--- config.mk ---
export PLATFORM = sky130hd
export DESIGN_NAME = audio_linear_fade_core_flat
export DESIGN_NICKNAME = d
export VERILOG_FILES = /design/src/sv/afade_pkg.sv /design/src/sv/afade_if.sv /design/src/sv/afade_mul.sv /design/src/sv/afade_div.sv /design/src/sv/audio_linear_fade_core.sv /design/src/flat_wrapper.sv
export SDC_FILE = /design/constraint.sdc
export NUM_CORES = 2
export LEC_CHECK = 0
export BUFFER_PORTS_ARGS = -buffer_cell sky130_fd_sc_hd__buf_2
export CAP_MARGIN = 10
export CORE_ASPECT_RATIO = 2
export CORE_MARGIN = 4
export CORE_UTILIZATION = 52
export DETAILED_ROUTE_END_ITERATION = 8
export PLACE_DENSITY_LB_ADDON = 0.12
export RECOVER_POWER = 100
export SLEW_MARGIN = 20
export SYNTH_ARGS = -nofsm -noshare
export SYNTH_HDL_FRONTEND = slang
export SYNTH_SLANG_ARGS = --single-unit
export TNS_END_PERCENT = 1
--- constraint.sdc ---
create_clock -name clk -period 11.7 [get_ports clk]
set_input_delay 2.34 -clock clk [delete_from_list [all_inputs] [get_ports clk]]
set_output_delay 2.34 -clock clk [all_outputs]
set_load 0.05 [all_outputs]
--- src/sv/afade_pkg.sv ---
package afade_pkg;

	// Sample field width and the bits of it that carry the signed sample
	localparam int DATA_W      = 32;
	localparam int SAMPLE_BITS = 32;

	// Configuration request
	localparam int CFG_IDX_W = 8;

	localparam logic [CFG_IDX_W-1:0] REG_STREAM_LENGTH   = CFG_IDX_W'(0);
	localparam logic [CFG_IDX_W-1:0] REG_FADE_IN_LENGTH  = CFG_IDX_W'(1);
	localparam logic [CFG_IDX_W-1:0] REG_FADE_OUT_LENGTH = CFG_IDX_W'(2);

	// One bit per step in the serial multiply and divide
	localparam int STEPS = DATA_W;
	localparam int CNT_W = $clog2(STEPS);

	typedef struct packed {
		logic load;
		logic step;
	} afade_ctl_t;

	typedef enum logic [8:0] {
		ST_IDLE   = 9'b000000001,
		ST_FADE_A = 9'b000000010,
		ST_FADE_B = 9'b000000100,
		ST_FADE_C = 9'b000001000,
		ST_FADE_D = 9'b000010000,
		ST_MUL    = 9'b000100000,
		ST_SEL    = 9'b001000000,
		ST_DIV    = 9'b010000000,
		ST_DONE   = 9'b100000000
	} afade_state_t;

endpackage

--- src/sv/afade_if.sv ---
interface afade_cfg_if;
	logic                           valid;
	logic                           ready;
	logic [afade_pkg::CFG_IDX_W-1:0] index;
	logic [afade_pkg::DATA_W-1:0]    data;

	modport source (output valid, output index, output data, input ready);
	modport sink (input valid, input index, input data, output ready);
endinterface

interface afade_in_if;
	logic                               valid;
	logic                               ready;
	logic signed [afade_pkg::DATA_W-1:0] sample_in;

	modport source (output valid, output sample_in, input ready);
	modport sink (input valid, input sample_in, output ready);
endinterface

interface afade_out_if;
	logic                               valid;
	logic                               ready;
	logic signed [afade_pkg::DATA_W-1:0] sample_out;
	logic                               last;

	modport source (output valid, output sample_out, output last, input ready);
	modport sink (input valid, input sample_out, input last, output ready);
endinterface

--- src/sv/afade_mul.sv ---
module afade_mul (
	input  logic                             clk,
	input  afade_pkg::afade_ctl_t            ctl,
	input  logic [afade_pkg::DATA_W-1:0]     mcand,
	input  logic [afade_pkg::DATA_W-1:0]     mplier,
	output logic [2*afade_pkg::DATA_W-1:0]   product
);

	logic [afade_pkg::DATA_W-1:0]   mcand_q;
	logic [2*afade_pkg::DATA_W-1:0] acc_q;
	logic [afade_pkg::DATA_W:0]     sum;

	// Multiplier sits in the low half and drains out one bit a step
	always_comb begin
		sum = {1'b0, acc_q[2*afade_pkg::DATA_W-1:afade_pkg::DATA_W]}
			+ (acc_q[0] ? {1'b0, mcand_q} : '0);
	end

	always_ff @(posedge clk) begin
		if (ctl.load) begin
			mcand_q <= mcand;
			acc_q   <= {{afade_pkg::DATA_W{1'b0}}, mplier};
		end else if (ctl.step) begin
			acc_q <= {sum, acc_q[afade_pkg::DATA_W-1:1]};
		end
	end

	assign product = acc_q;

endmodule

--- src/sv/afade_div.sv ---
module afade_div (
	input  logic                             clk,
	input  afade_pkg::afade_ctl_t            ctl,
	input  logic [2*afade_pkg::DATA_W-1:0]   dividend,
	input  logic [afade_pkg::DATA_W-1:0]     divisor,
	output logic [afade_pkg::DATA_W-1:0]     quotient
);

	logic [afade_pkg::DATA_W-1:0] rem_q;
	logic [afade_pkg::DATA_W-1:0] quo_q;
	logic [afade_pkg::DATA_W-1:0] den_q;
	logic [afade_pkg::DATA_W+1:0] diff;
	logic                         borrow;

	// Upper half of the dividend is below the divisor, so the quotient fits one word
	always_comb begin
		diff   = {1'b0, rem_q, quo_q[afade_pkg::DATA_W-1]} - {2'b00, den_q};
		borrow = diff[afade_pkg::DATA_W+1];
	end

	always_ff @(posedge clk) begin
		if (ctl.load) begin
			rem_q <= dividend[2*afade_pkg::DATA_W-1:afade_pkg::DATA_W];
			quo_q <= dividend[afade_pkg::DATA_W-1:0];
			den_q <= divisor;
		end else if (ctl.step) begin
			if (borrow) begin
				rem_q <= {rem_q[afade_pkg::DATA_W-2:0], quo_q[afade_pkg::DATA_W-1]};
			end else begin
				rem_q <= diff[afade_pkg::DATA_W-1:0];
			end
			quo_q <= {quo_q[afade_pkg::DATA_W-2:0], ~borrow};
		end
	end

	assign quotient = quo_q;

endmodule

--- src/sv/audio_linear_fade_core.sv ---
// Channel  Modport  Payload                       Meaning
// cfg      sink     index, data                   register write request
// audio    sink     sample_in                     one sample request
// faded    source   sample_out, last              faded sample request
//
// From acceptance, a sample takes four steps to work out the gain, 32 bit-serial multiply steps,
// one select, 32 divide steps and one to load the result into the output register; the serial
// multiply and divide set how long this takes, and a sample is taken only from the idle state.
// A new sample is taken once the previous one has reached the output register, even while that
// result still waits for faded.ready. cfg.ready is high.
// arst_n clears the length registers, the stream position and the control state.
module audio_linear_fade_core (
	input  logic                clk,
	input  logic                arst_n,
	afade_cfg_if.sink           cfg,
	afade_in_if.sink            audio,
	afade_out_if.source         faded
);

	localparam int W = afade_pkg::DATA_W;
	localparam int SB = afade_pkg::SAMPLE_BITS;

	afade_pkg::afade_state_t state_q;

	logic [W-1:0] stream_q;
	logic [W-1:0] fade_in_q;
	logic [W-1:0] fade_out_q;
	logic [W-1:0] position_q;

	logic [afade_pkg::CNT_W-1:0] cnt_q;

	logic [W-1:0] i_q;
	logic [W-1:0] mag_q;
	logic         neg_q;
	logic         last_item_q;
	logic [W-1:0] fi_q;
	logic [W-1:0] fo_q;
	logic [W-1:0] num_a_q;
	logic [W-1:0] den_a_q;
	logic [W:0]   isum_q;
	logic         out_fade_q;
	logic [W-1:0] k_q;
	logic [W-1:0] fnum_q;

	logic         out_valid_q;
	logic [W-1:0] sample_out_q;
	logic         last_q;

	logic                  accept;
	logic signed [SB-1:0]  s_low;
	logic signed [W-1:0]   s_ext;
	logic [W:0]            pos_nxt;
	logic                  pos_last;
	logic                  in_fade;
	logic [W:0]            kdiff;
	logic [W-1:0]          fnum;
	logic                  use_out;
	logic [2*W-1:0]        div_num;
	logic [W-1:0]          div_den;
	logic [W-1:0]          res;
	logic                  out_load;
	logic                  cnt_end;

	logic [2*W-1:0] p_fnum_den;
	logic [2*W-1:0] p_num_fo;
	logic [2*W-1:0] p_mag_num;
	logic [2*W-1:0] p_mag_fnum;
	logic [W-1:0]   quotient;

	afade_pkg::afade_ctl_t mul_ctl;
	afade_pkg::afade_ctl_t div_ctl;

	assign cfg.ready   = 1'b1;
	assign audio.ready = (state_q == afade_pkg::ST_IDLE);
	assign accept      = audio.valid && audio.ready;

	always_comb begin
		s_low    = audio.sample_in[SB-1:0];
		s_ext    = W'(s_low);
		pos_nxt  = {1'b0, position_q} + (W+1)'(1);
		pos_last = (pos_nxt >= {1'b0, stream_q});
		in_fade  = (i_q < fi_q);
		kdiff    = isum_q - {1'b0, stream_q};
		fnum     = (k_q >= fo_q) ? '0 : (fo_q - k_q);
		use_out  = out_fade_q && (p_fnum_den < p_num_fo);
		div_num  = use_out ? p_mag_fnum : p_mag_num;
		div_den  = use_out ? fo_q : den_a_q;
		res      = neg_q ? (~quotient + W'(1)) : quotient;
		out_load = (state_q == afade_pkg::ST_DONE) && (!out_valid_q || faded.ready);
		cnt_end  = (cnt_q == afade_pkg::CNT_W'(afade_pkg::STEPS - 1));
	end

	assign mul_ctl.load = (state_q == afade_pkg::ST_FADE_D);
	assign mul_ctl.step = (state_q == afade_pkg::ST_MUL);
	assign div_ctl.load = (state_q == afade_pkg::ST_SEL);
	assign div_ctl.step = (state_q == afade_pkg::ST_DIV);

	// Cross products for the gain compare, and both candidate sample products
	afade_mul u_mul_fnum_den (
		.clk     (clk),
		.ctl     (mul_ctl),
		.mcand   (fnum),
		.mplier  (den_a_q),
		.product (p_fnum_den)
	);

	afade_mul u_mul_num_fo (
		.clk     (clk),
		.ctl     (mul_ctl),
		.mcand   (num_a_q),
		.mplier  (fo_q),
		.product (p_num_fo)
	);

	afade_mul u_mul_mag_num (
		.clk     (clk),
		.ctl     (mul_ctl),
		.mcand   (mag_q),
		.mplier  (num_a_q),
		.product (p_mag_num)
	);

	afade_mul u_mul_mag_fnum (
		.clk     (clk),
		.ctl     (mul_ctl),
		.mcand   (fnum),
		.mplier  (mag_q),
		.product (p_mag_fnum)
	);

	afade_div u_div (
		.clk      (clk),
		.ctl      (div_ctl),
		.dividend (div_num),
		.divisor  (div_den),
		.quotient (quotient)
	);

	always_ff @(posedge clk or negedge arst_n) begin
		if (!arst_n) begin
			stream_q   <= '0;
			fade_in_q  <= '0;
			fade_out_q <= '0;
		end else if (cfg.valid) begin
			case (cfg.index)
				afade_pkg::REG_STREAM_LENGTH:   stream_q   <= cfg.data;
				afade_pkg::REG_FADE_IN_LENGTH:  fade_in_q  <= cfg.data;
				afade_pkg::REG_FADE_OUT_LENGTH: fade_out_q <= cfg.data;
				default: begin
				end
			endcase
		end
	end

	always_ff @(posedge clk or negedge arst_n) begin
		if (!arst_n) begin
			state_q    <= afade_pkg::ST_IDLE;
			position_q <= '0;
			cnt_q      <= '0;
		end else begin
			case (state_q)
				afade_pkg::ST_IDLE: begin
					if (accept) begin
						// Restart the stream after its last sample
						position_q <= pos_last ? '0 : pos_nxt[W-1:0];
						state_q    <= afade_pkg::ST_FADE_A;
					end
				end
				afade_pkg::ST_FADE_A: state_q <= afade_pkg::ST_FADE_B;
				afade_pkg::ST_FADE_B: state_q <= afade_pkg::ST_FADE_C;
				afade_pkg::ST_FADE_C: state_q <= afade_pkg::ST_FADE_D;
				afade_pkg::ST_FADE_D: begin
					cnt_q   <= '0;
					state_q <= afade_pkg::ST_MUL;
				end
				afade_pkg::ST_MUL: begin
					cnt_q <= cnt_q + afade_pkg::CNT_W'(1);
					if (cnt_end) begin
						state_q <= afade_pkg::ST_SEL;
					end
				end
				afade_pkg::ST_SEL: begin
					cnt_q   <= '0;
					state_q <= afade_pkg::ST_DIV;
				end
				afade_pkg::ST_DIV: begin
					cnt_q <= cnt_q + afade_pkg::CNT_W'(1);
					if (cnt_end) begin
						state_q <= afade_pkg::ST_DONE;
					end
				end
				afade_pkg::ST_DONE: begin
					if (out_load) begin
						state_q <= afade_pkg::ST_IDLE;
					end
				end
				default: state_q <= afade_pkg::ST_IDLE;
			endcase
		end
	end

	always_ff @(posedge clk) begin
		if (accept) begin
			i_q         <= position_q;
			neg_q       <= s_low[SB-1];
			mag_q       <= s_low[SB-1] ? (~s_ext + W'(1)) : s_ext;
			last_item_q <= pos_last;
		end
		if (state_q == afade_pkg::ST_FADE_A) begin
			// Clamp both fades to the stream length
			fi_q <= (fade_in_q < stream_q) ? fade_in_q : stream_q;
			fo_q <= (fade_out_q < stream_q) ? fade_out_q : stream_q;
		end
		if (state_q == afade_pkg::ST_FADE_B) begin
			num_a_q <= in_fade ? i_q : W'(1);
			den_a_q <= in_fade ? fi_q : W'(1);
			isum_q  <= {1'b0, i_q} + {1'b0, fo_q};
		end
		if (state_q == afade_pkg::ST_FADE_C) begin
			// Position reaches the fade-out once i + fo >= len
			out_fade_q <= (fo_q != '0) && (isum_q >= {1'b0, stream_q});
			k_q        <= kdiff[W-1:0];
		end
		if (state_q == afade_pkg::ST_FADE_D) begin
			fnum_q <= fnum;
		end
	end

	always_ff @(posedge clk or negedge arst_n) begin
		if (!arst_n) begin
			out_valid_q <= 1'b0;
		end else if (out_load) begin
			out_valid_q <= 1'b1;
		end else if (faded.ready) begin
			out_valid_q <= 1'b0;
		end
	end

	always_ff @(posedge clk) begin
		if (out_load) begin
			sample_out_q <= res;
			last_q       <= last_item_q;
		end
	end

	assign faded.valid      = out_valid_q;
	assign faded.sample_out = sample_out_q;
	assign faded.last       = last_q;

`ifndef NO_ASSERTIONS
	a_div_nonzero: assert property (@(posedge clk) disable iff (!arst_n)
		(state_q == afade_pkg::ST_SEL) |-> (div_den != '0))
		else $error("divisor is zero at divide start");

	a_gain_bounded: assert property (@(posedge clk) disable iff (!arst_n)
		(state_q == afade_pkg::ST_MUL) |-> (num_a_q <= den_a_q) && (fnum_q <= fo_q))
		else $error("gain numerator exceeds denominator");

	a_no_gain_above_unity: assert property (@(posedge clk) disable iff (!arst_n)
		(state_q == afade_pkg::ST_DONE) |-> (quotient <= mag_q))
		else $error("faded magnitude exceeds input magnitude");
`endif

endmodule

--- src/flat_wrapper.sv ---
// flat-port wrapper written by rule: the top's interface ports become plain ports
module audio_linear_fade_core_flat 
  (clk, arst_n, cfg_valid, cfg_index, cfg_data, cfg_ready, audio_valid, audio_sample_in, audio_ready, faded_valid, faded_sample_out, faded_last, faded_ready);
  afade_cfg_if cfg_i ();
  afade_in_if audio_i ();
  afade_out_if faded_i ();
  input  logic clk;
  input  logic arst_n;
  input wire logic [$bits(cfg_i.valid)-1:0] cfg_valid;
  input wire logic [$bits(cfg_i.index)-1:0] cfg_index;
  input wire logic [$bits(cfg_i.data)-1:0] cfg_data;
  output wire logic [$bits(cfg_i.ready)-1:0] cfg_ready;
  input wire logic [$bits(audio_i.valid)-1:0] audio_valid;
  input wire logic [$bits(audio_i.sample_in)-1:0] audio_sample_in;
  output wire logic [$bits(audio_i.ready)-1:0] audio_ready;
  output wire logic [$bits(faded_i.valid)-1:0] faded_valid;
  output wire logic [$bits(faded_i.sample_out)-1:0] faded_sample_out;
  output wire logic [$bits(faded_i.last)-1:0] faded_last;
  input wire logic [$bits(faded_i.ready)-1:0] faded_ready;
  assign cfg_i.valid = cfg_valid;
  assign cfg_i.index = cfg_index;
  assign cfg_i.data = cfg_data;
  assign cfg_ready = cfg_i.ready;
  assign audio_i.valid = audio_valid;
  assign audio_i.sample_in = audio_sample_in;
  assign audio_ready = audio_i.ready;
  assign faded_valid = faded_i.valid;
  assign faded_sample_out = faded_i.sample_out;
  assign faded_last = faded_i.last;
  assign faded_i.ready = faded_ready;
  audio_linear_fade_core u_core (.clk(clk), .arst_n(arst_n), .cfg(cfg_i), .audio(audio_i), .faded(faded_i));
endmodule
==> results_tabular.tex <==
\begin{tabular}{lr}
\hline
Metric & Value \\
\hline
\multicolumn{2}{l}{\textbf{Logic synthesis}} \\
\quad Portion of netlist area occupied by mux cells & 4.70\% \\
\quad Adder-cell area share of the yosys netlist & 11.0\% \\
\quad Register area share after synthesis & 46.9\% \\
\quad Post-synthesis compound-gate area fraction & 14.4\% \\
\quad Simple-gate portion of the synthesized area & 14.8\% \\
\quad Post-Syn Area & 52300 um2 \\
\quad Net Count, Synth & 5707 \\
\quad Most used flip-flop cell after synthesis & sky130\_fd\_sc\_hd\_\_edfxtp\_1 \\
\quad Distinct cell type count of the synthesized netlist & 80 \\
\quad Synthesized flop and latch total & 884 \\
\quad Async SR Flop Fraction & 16.2\% \\
\quad Count of warnings emitted by yosys & 0 \\
\quad Xor/xnor share of the synthesized area & 4.80\% \\
\quad Gate Count Post-Synth & 5173 \\
\quad Mean area per synthesized cell & 10.1 um2 \\
\quad Largest family of logic cells by synthesized area & simple AND/OR/NAND/NOR gates \\
\quad Number of enable-type register cells in the synthesized netlist & 613 \\
\multicolumn{2}{l}{\textbf{Setup path}} \\
\quad Library cell contributing the largest single delay on the critical path & sky130\_fd\_sc\_hd\_\_clkinvlp\_2 \\
\quad CP cell instances & nor2\_1, and3\_1, nand3b\_1, clkbuf\_1, clkinvlp\_2, nor2\_1, clkbuf\_1, inv\_6, nor2\_1, nor3\_1, a21oi\_1, o21ai\_0 \\
\quad Data required time of the worst path & 12260 ps \\
\quad Cell with the most instances on the worst path & sky130\_fd\_sc\_hd\_\_nor2\_1 \\
\quad First element of the critical path & u\_core.state\_q[0] \\
\quad Crit path kind & reg -> reg \\
\quad Crit Path Max Fanout & 83 \\
\quad Type of element launching the critical path & register \\
\quad Worst endpoint data arrival time & 8610 ps \\
\quad Crit end category & register \\
\quad Source of the worst register-to-register timing path & u\_core.state\_q[0] \\
\quad Delay of the slowest cell on the worst path & 1770 ps \\
\multicolumn{2}{l}{\textbf{GRT}} \\
\quad Number of global-route vias before repair & 39923 \\
\quad First-pass GRT wire length & 227000 um \\
\quad Pin count of the biggest net entering global routing & 92 \\
\quad Gr ovfl total & 0 \\
\quad Antenna violations before repair & 0 \\
\quad Aggregate global-route resource usage & 27.8\% \\
\multicolumn{2}{l}{\textbf{Clock network}} \\
\quad Clock latency at the later pin of the worst-skew pair & 700 ps \\
\quad CTS Hold Bufs & 0 \\
\quad Total clock sinks & 884 \\
\quad Clock Tree Root & sky130\_fd\_sc\_hd\_\_clkbuf\_16 \\
\quad Inserted Clock Buffers & 83 \\
\quad Clock-pin slew reported for the worst setup and hold paths after clock tree synthesis & 70 ps \\
\quad Post-CTS Setup Repair Bufs & 0 \\
\quad Clock tree from TritonCTS & done \\
\quad Largest buffer count on any clock path & 3 \\
\quad Number of resized instances in the post-cts repair step & 0 \\
\quad Maximum level of the CTS H-tree & 3 \\
\multicolumn{2}{l}{\textbf{Detailed routing}} \\
\quad Detailed-route vias per instance & 5.83 \\
\quad Drt initial violations & 2136 \\
\quad Sum of routed wire length over all layers & 150000 um \\
\quad Total via count after detailed routing & 38712 \\
\quad Detailed-route DRC error count & 0 \\
\quad Wire length per cell after detailed routing & 22.5 um \\
\quad Routed Antenna Nets & 0 \\
\quad DR pass1 iterations & 5 \\
\multicolumn{2}{l}{\textbf{Worst hold path}} \\
\quad Path type of the worst min-delay path & reg -> reg \\
\quad Worst hold start & u\_core.position\_q[23] \\
\multicolumn{2}{l}{\textbf{Floorplan}} \\
\quad Number of primary I/O pins & 113 \\
\quad Initial Utilization & 52.4\% \\
\quad Std-Cell Rows & 164 \\
\quad Core Box Area & 99900 um2 \\
\quad Die Y & 457 um \\
\quad Overall die area & 106000 um2 \\
\quad Die width & 232 um \\
\multicolumn{2}{l}{\textbf{Cells and area}} \\
\quad Leading cell types in the layout, fill and taps excluded & sky130\_fd\_sc\_hd\_\_nand2\_1, sky130\_fd\_sc\_hd\_\_edfxtp\_1, sky130\_fd\_sc\_hd\_\_ha\_1 \\
\quad Fraction of layout instances using a drive strength above 1 & 7.17\% \\
\quad Net count reported at finish & 5779 \\
\quad Area Growth Syn to Fin & 8.78\% \\
\quad Final standard cell area without fillers & 56900 um2 \\
\quad Most common library cell in the layout ignoring fill and taps & sky130\_fd\_sc\_hd\_\_nand2\_1 \\
\multicolumn{2}{l}{\textbf{STA}} \\
\quad Clock Skews & 25.9 ps \\
\quad Top achievable clock speed & 124 MHz \\
\quad Setup repair after global routing missed its margin & false \\
\quad Actual slew at the worst max-slew pin & 4040 ps \\
\quad Hold Vio Cnt, Final & 0 \\
\quad Max-slew violation count & 1116 \\
\quad Final total negative setup slack & 0 ps \\
\quad Relative max-transition margin & -169\% \\
\quad Final worst path period share & 68.8\% \\
\quad Period minus WS final & 8050 ps \\
\quad \# setup viols final & 0 \\
\multicolumn{2}{l}{\textbf{Place}} \\
\quad Post-detailed-placement half-perimeter wirelength & 117000 um \\
\quad Number of I/O port buffers & 111 \\
\quad Placed inst area & 54400 um2 \\
\quad RePlAce Congestion & 0.958 \\
\multicolumn{2}{l}{\textbf{Run}} \\
\quad Max-capacitance violation count & 24 \\
\multicolumn{2}{l}{\textbf{Status}} \\
\quad Failing checks & max-capacitance violations, max-slew violations \\
\quad Run status & complete, but fails checks \\
\multicolumn{2}{l}{\textbf{Power}} \\
\quad Total power divided by cell area & 143 nW/um2 \\
\quad LEAKAGE & 0.0244 uW \\
\quad Worst supply voltage drop on vdd & 0.115 mV \\
\hline
\end{tabular}
## state kept, by name, indices dropped and copies added, names as in the netlist, 33 cells and up
name	flops
u_core.isum_q	33
u_core.u_mul_fnum_den.product	64
u_core.u_mul_mag_fnum.product	64
u_core.u_mul_mag_num.product	64
u_core.u_mul_num_fo.product	64
## synth_stat cells (11+ instances only)
library cell	n	share of area, %
sky130_fd_sc_hd__a21oi_1	341	3.3
sky130_fd_sc_hd__o31a_1	13	0.22
sky130_fd_sc_hd__nor2_1	222	1.6
sky130_fd_sc_hd__o21a_1	38	0.55
sky130_fd_sc_hd__dfrtp_1	142	6.8
sky130_fd_sc_hd__o31ai_1	31	0.44
sky130_fd_sc_hd__mux2_2	160	3.4
sky130_fd_sc_hd__o211ai_1	21	0.30
sky130_fd_sc_hd__edfxtp_1	613	35
sky130_fd_sc_hd__nor4_1	18	0.22
sky130_fd_sc_hd__a211oi_1	57	0.82
sky130_fd_sc_hd__or4_1	11	0.16
sky130_fd_sc_hd__nand2_1	759	5.4
sky130_fd_sc_hd__nand3_1	87	0.83
sky130_fd_sc_hd__dfxtp_1	128	4.9
sky130_fd_sc_hd__a221oi_1	11	0.18
sky130_fd_sc_hd__nor2b_1	50	0.60
sky130_fd_sc_hd__or3_1	33	0.39
sky130_fd_sc_hd__nand2b_1	59	0.71
sky130_fd_sc_hd__o21bai_1	42	0.60
sky130_fd_sc_hd__nor3_1	60	0.57
sky130_fd_sc_hd__nor3b_1	14	0.20
sky130_fd_sc_hd__a21o_1	164	2.4
sky130_fd_sc_hd__xor2_1	88	1.5
sky130_fd_sc_hd__clkbuf_1	155	1.1
sky130_fd_sc_hd__buf_1	11	0.079
sky130_fd_sc_hd__mux2i_1	66	1.3
sky130_fd_sc_hd__xnor2_1	199	3.3
sky130_fd_sc_hd__inv_1	286	2.1
sky130_fd_sc_hd__and3_1	35	0.42
sky130_fd_sc_hd__ha_1	449	11
sky130_fd_sc_hd__nand4_1	56	0.67
sky130_fd_sc_hd__a31oi_1	31	0.37
sky130_fd_sc_hd__o22ai_1	16	0.19
sky130_fd_sc_hd__o21ai_0	345	3.3
sky130_fd_sc_hd__and2_1	197	2.4
## layout make-up
class	count	area, um2
Fill cell	8881	43000
Multi-Input combinational cell	3830	26100
Sequential cell	884	24500
Clock buffer	107	2260
Tap cell	1328	1660
Inverter	289	1090
Timing Repair Buffer	157	763
Clock inverter	49	531
Antenna cell	1	2.50
## metal layers
layer / vias to the layer above / part of all wire (%) / track usage (%)
met5: - / 0 / 0
met4: 0 / 9.0 / 20.5
met3: 352 / 3.0 / 2.90
met2: 814 / 54 / 52.6
met1: 18754 / 34 / 27.6
li1: 18792 / - / -
## cells by family after synthesis
logic type | count (synthesis)
flops | 884
compound gates | 1220
mux | 226
other cells | 1
simple gates | 1639
buf+inv | 459
xor+xnor | 287
fa+ha+maj | 457
## stage by stage
| step | hold slack, ps | utilization, % | total power (uW) | cells | setup slack, ps |
|---|---|---|---|---|---|
| floorplan | 400 | - | 4880 | 5173 | 3060 |
| detailed placement | 433 | 54.4 | 5380 | 6488 | 6100 |
| finish | 465 | 57.0 | 8160 | 6645 | 3650 |
| global route | 486 | 57.0 | 8510 | 6644 | 2930 |
| global placement | 436 | 54.4 | 5350 | 6488 | 6130 |
| CTS | 468 | 57.2 | 8220 | 6644 | 6070 |
## where the power goes
| part | internal [uW] | switching, uW | total [uW] |
|---|---|---|---|
| sequential | 3670 | 224 | 3900 |
| combinational | 550 | 874 | 1420 |
| clock | 1570 | 1270 | 2840 |
| total | 5790 | 2370 | 8160 |
## worst paths after layout
check,end,slack (ps),depth (start not counted)
worst max register to register,u_core.cnt_q[3],3650,12
worst min register to register,u_core.i_q[23],470,0
min in group asynchronous,u_core.stream_q[2],2240,1
worst max-delay path,u_core.cnt_q[3],3650,12
worst min-delay path,u_core.i_q[23],470,0
max in group asynchronous,u_core.state_q[8],5550,3
## worst max-delay path, delay by kind of cell, from the launching register on
kind,cells,cell delay (ps)
buffers and inverters,4,4810
and+or+nand+nor,6,2250
DFF,1,530
AOI/OAI and AO/OA,2,230
No activity file was read; power rests on OpenSTA's default activity.
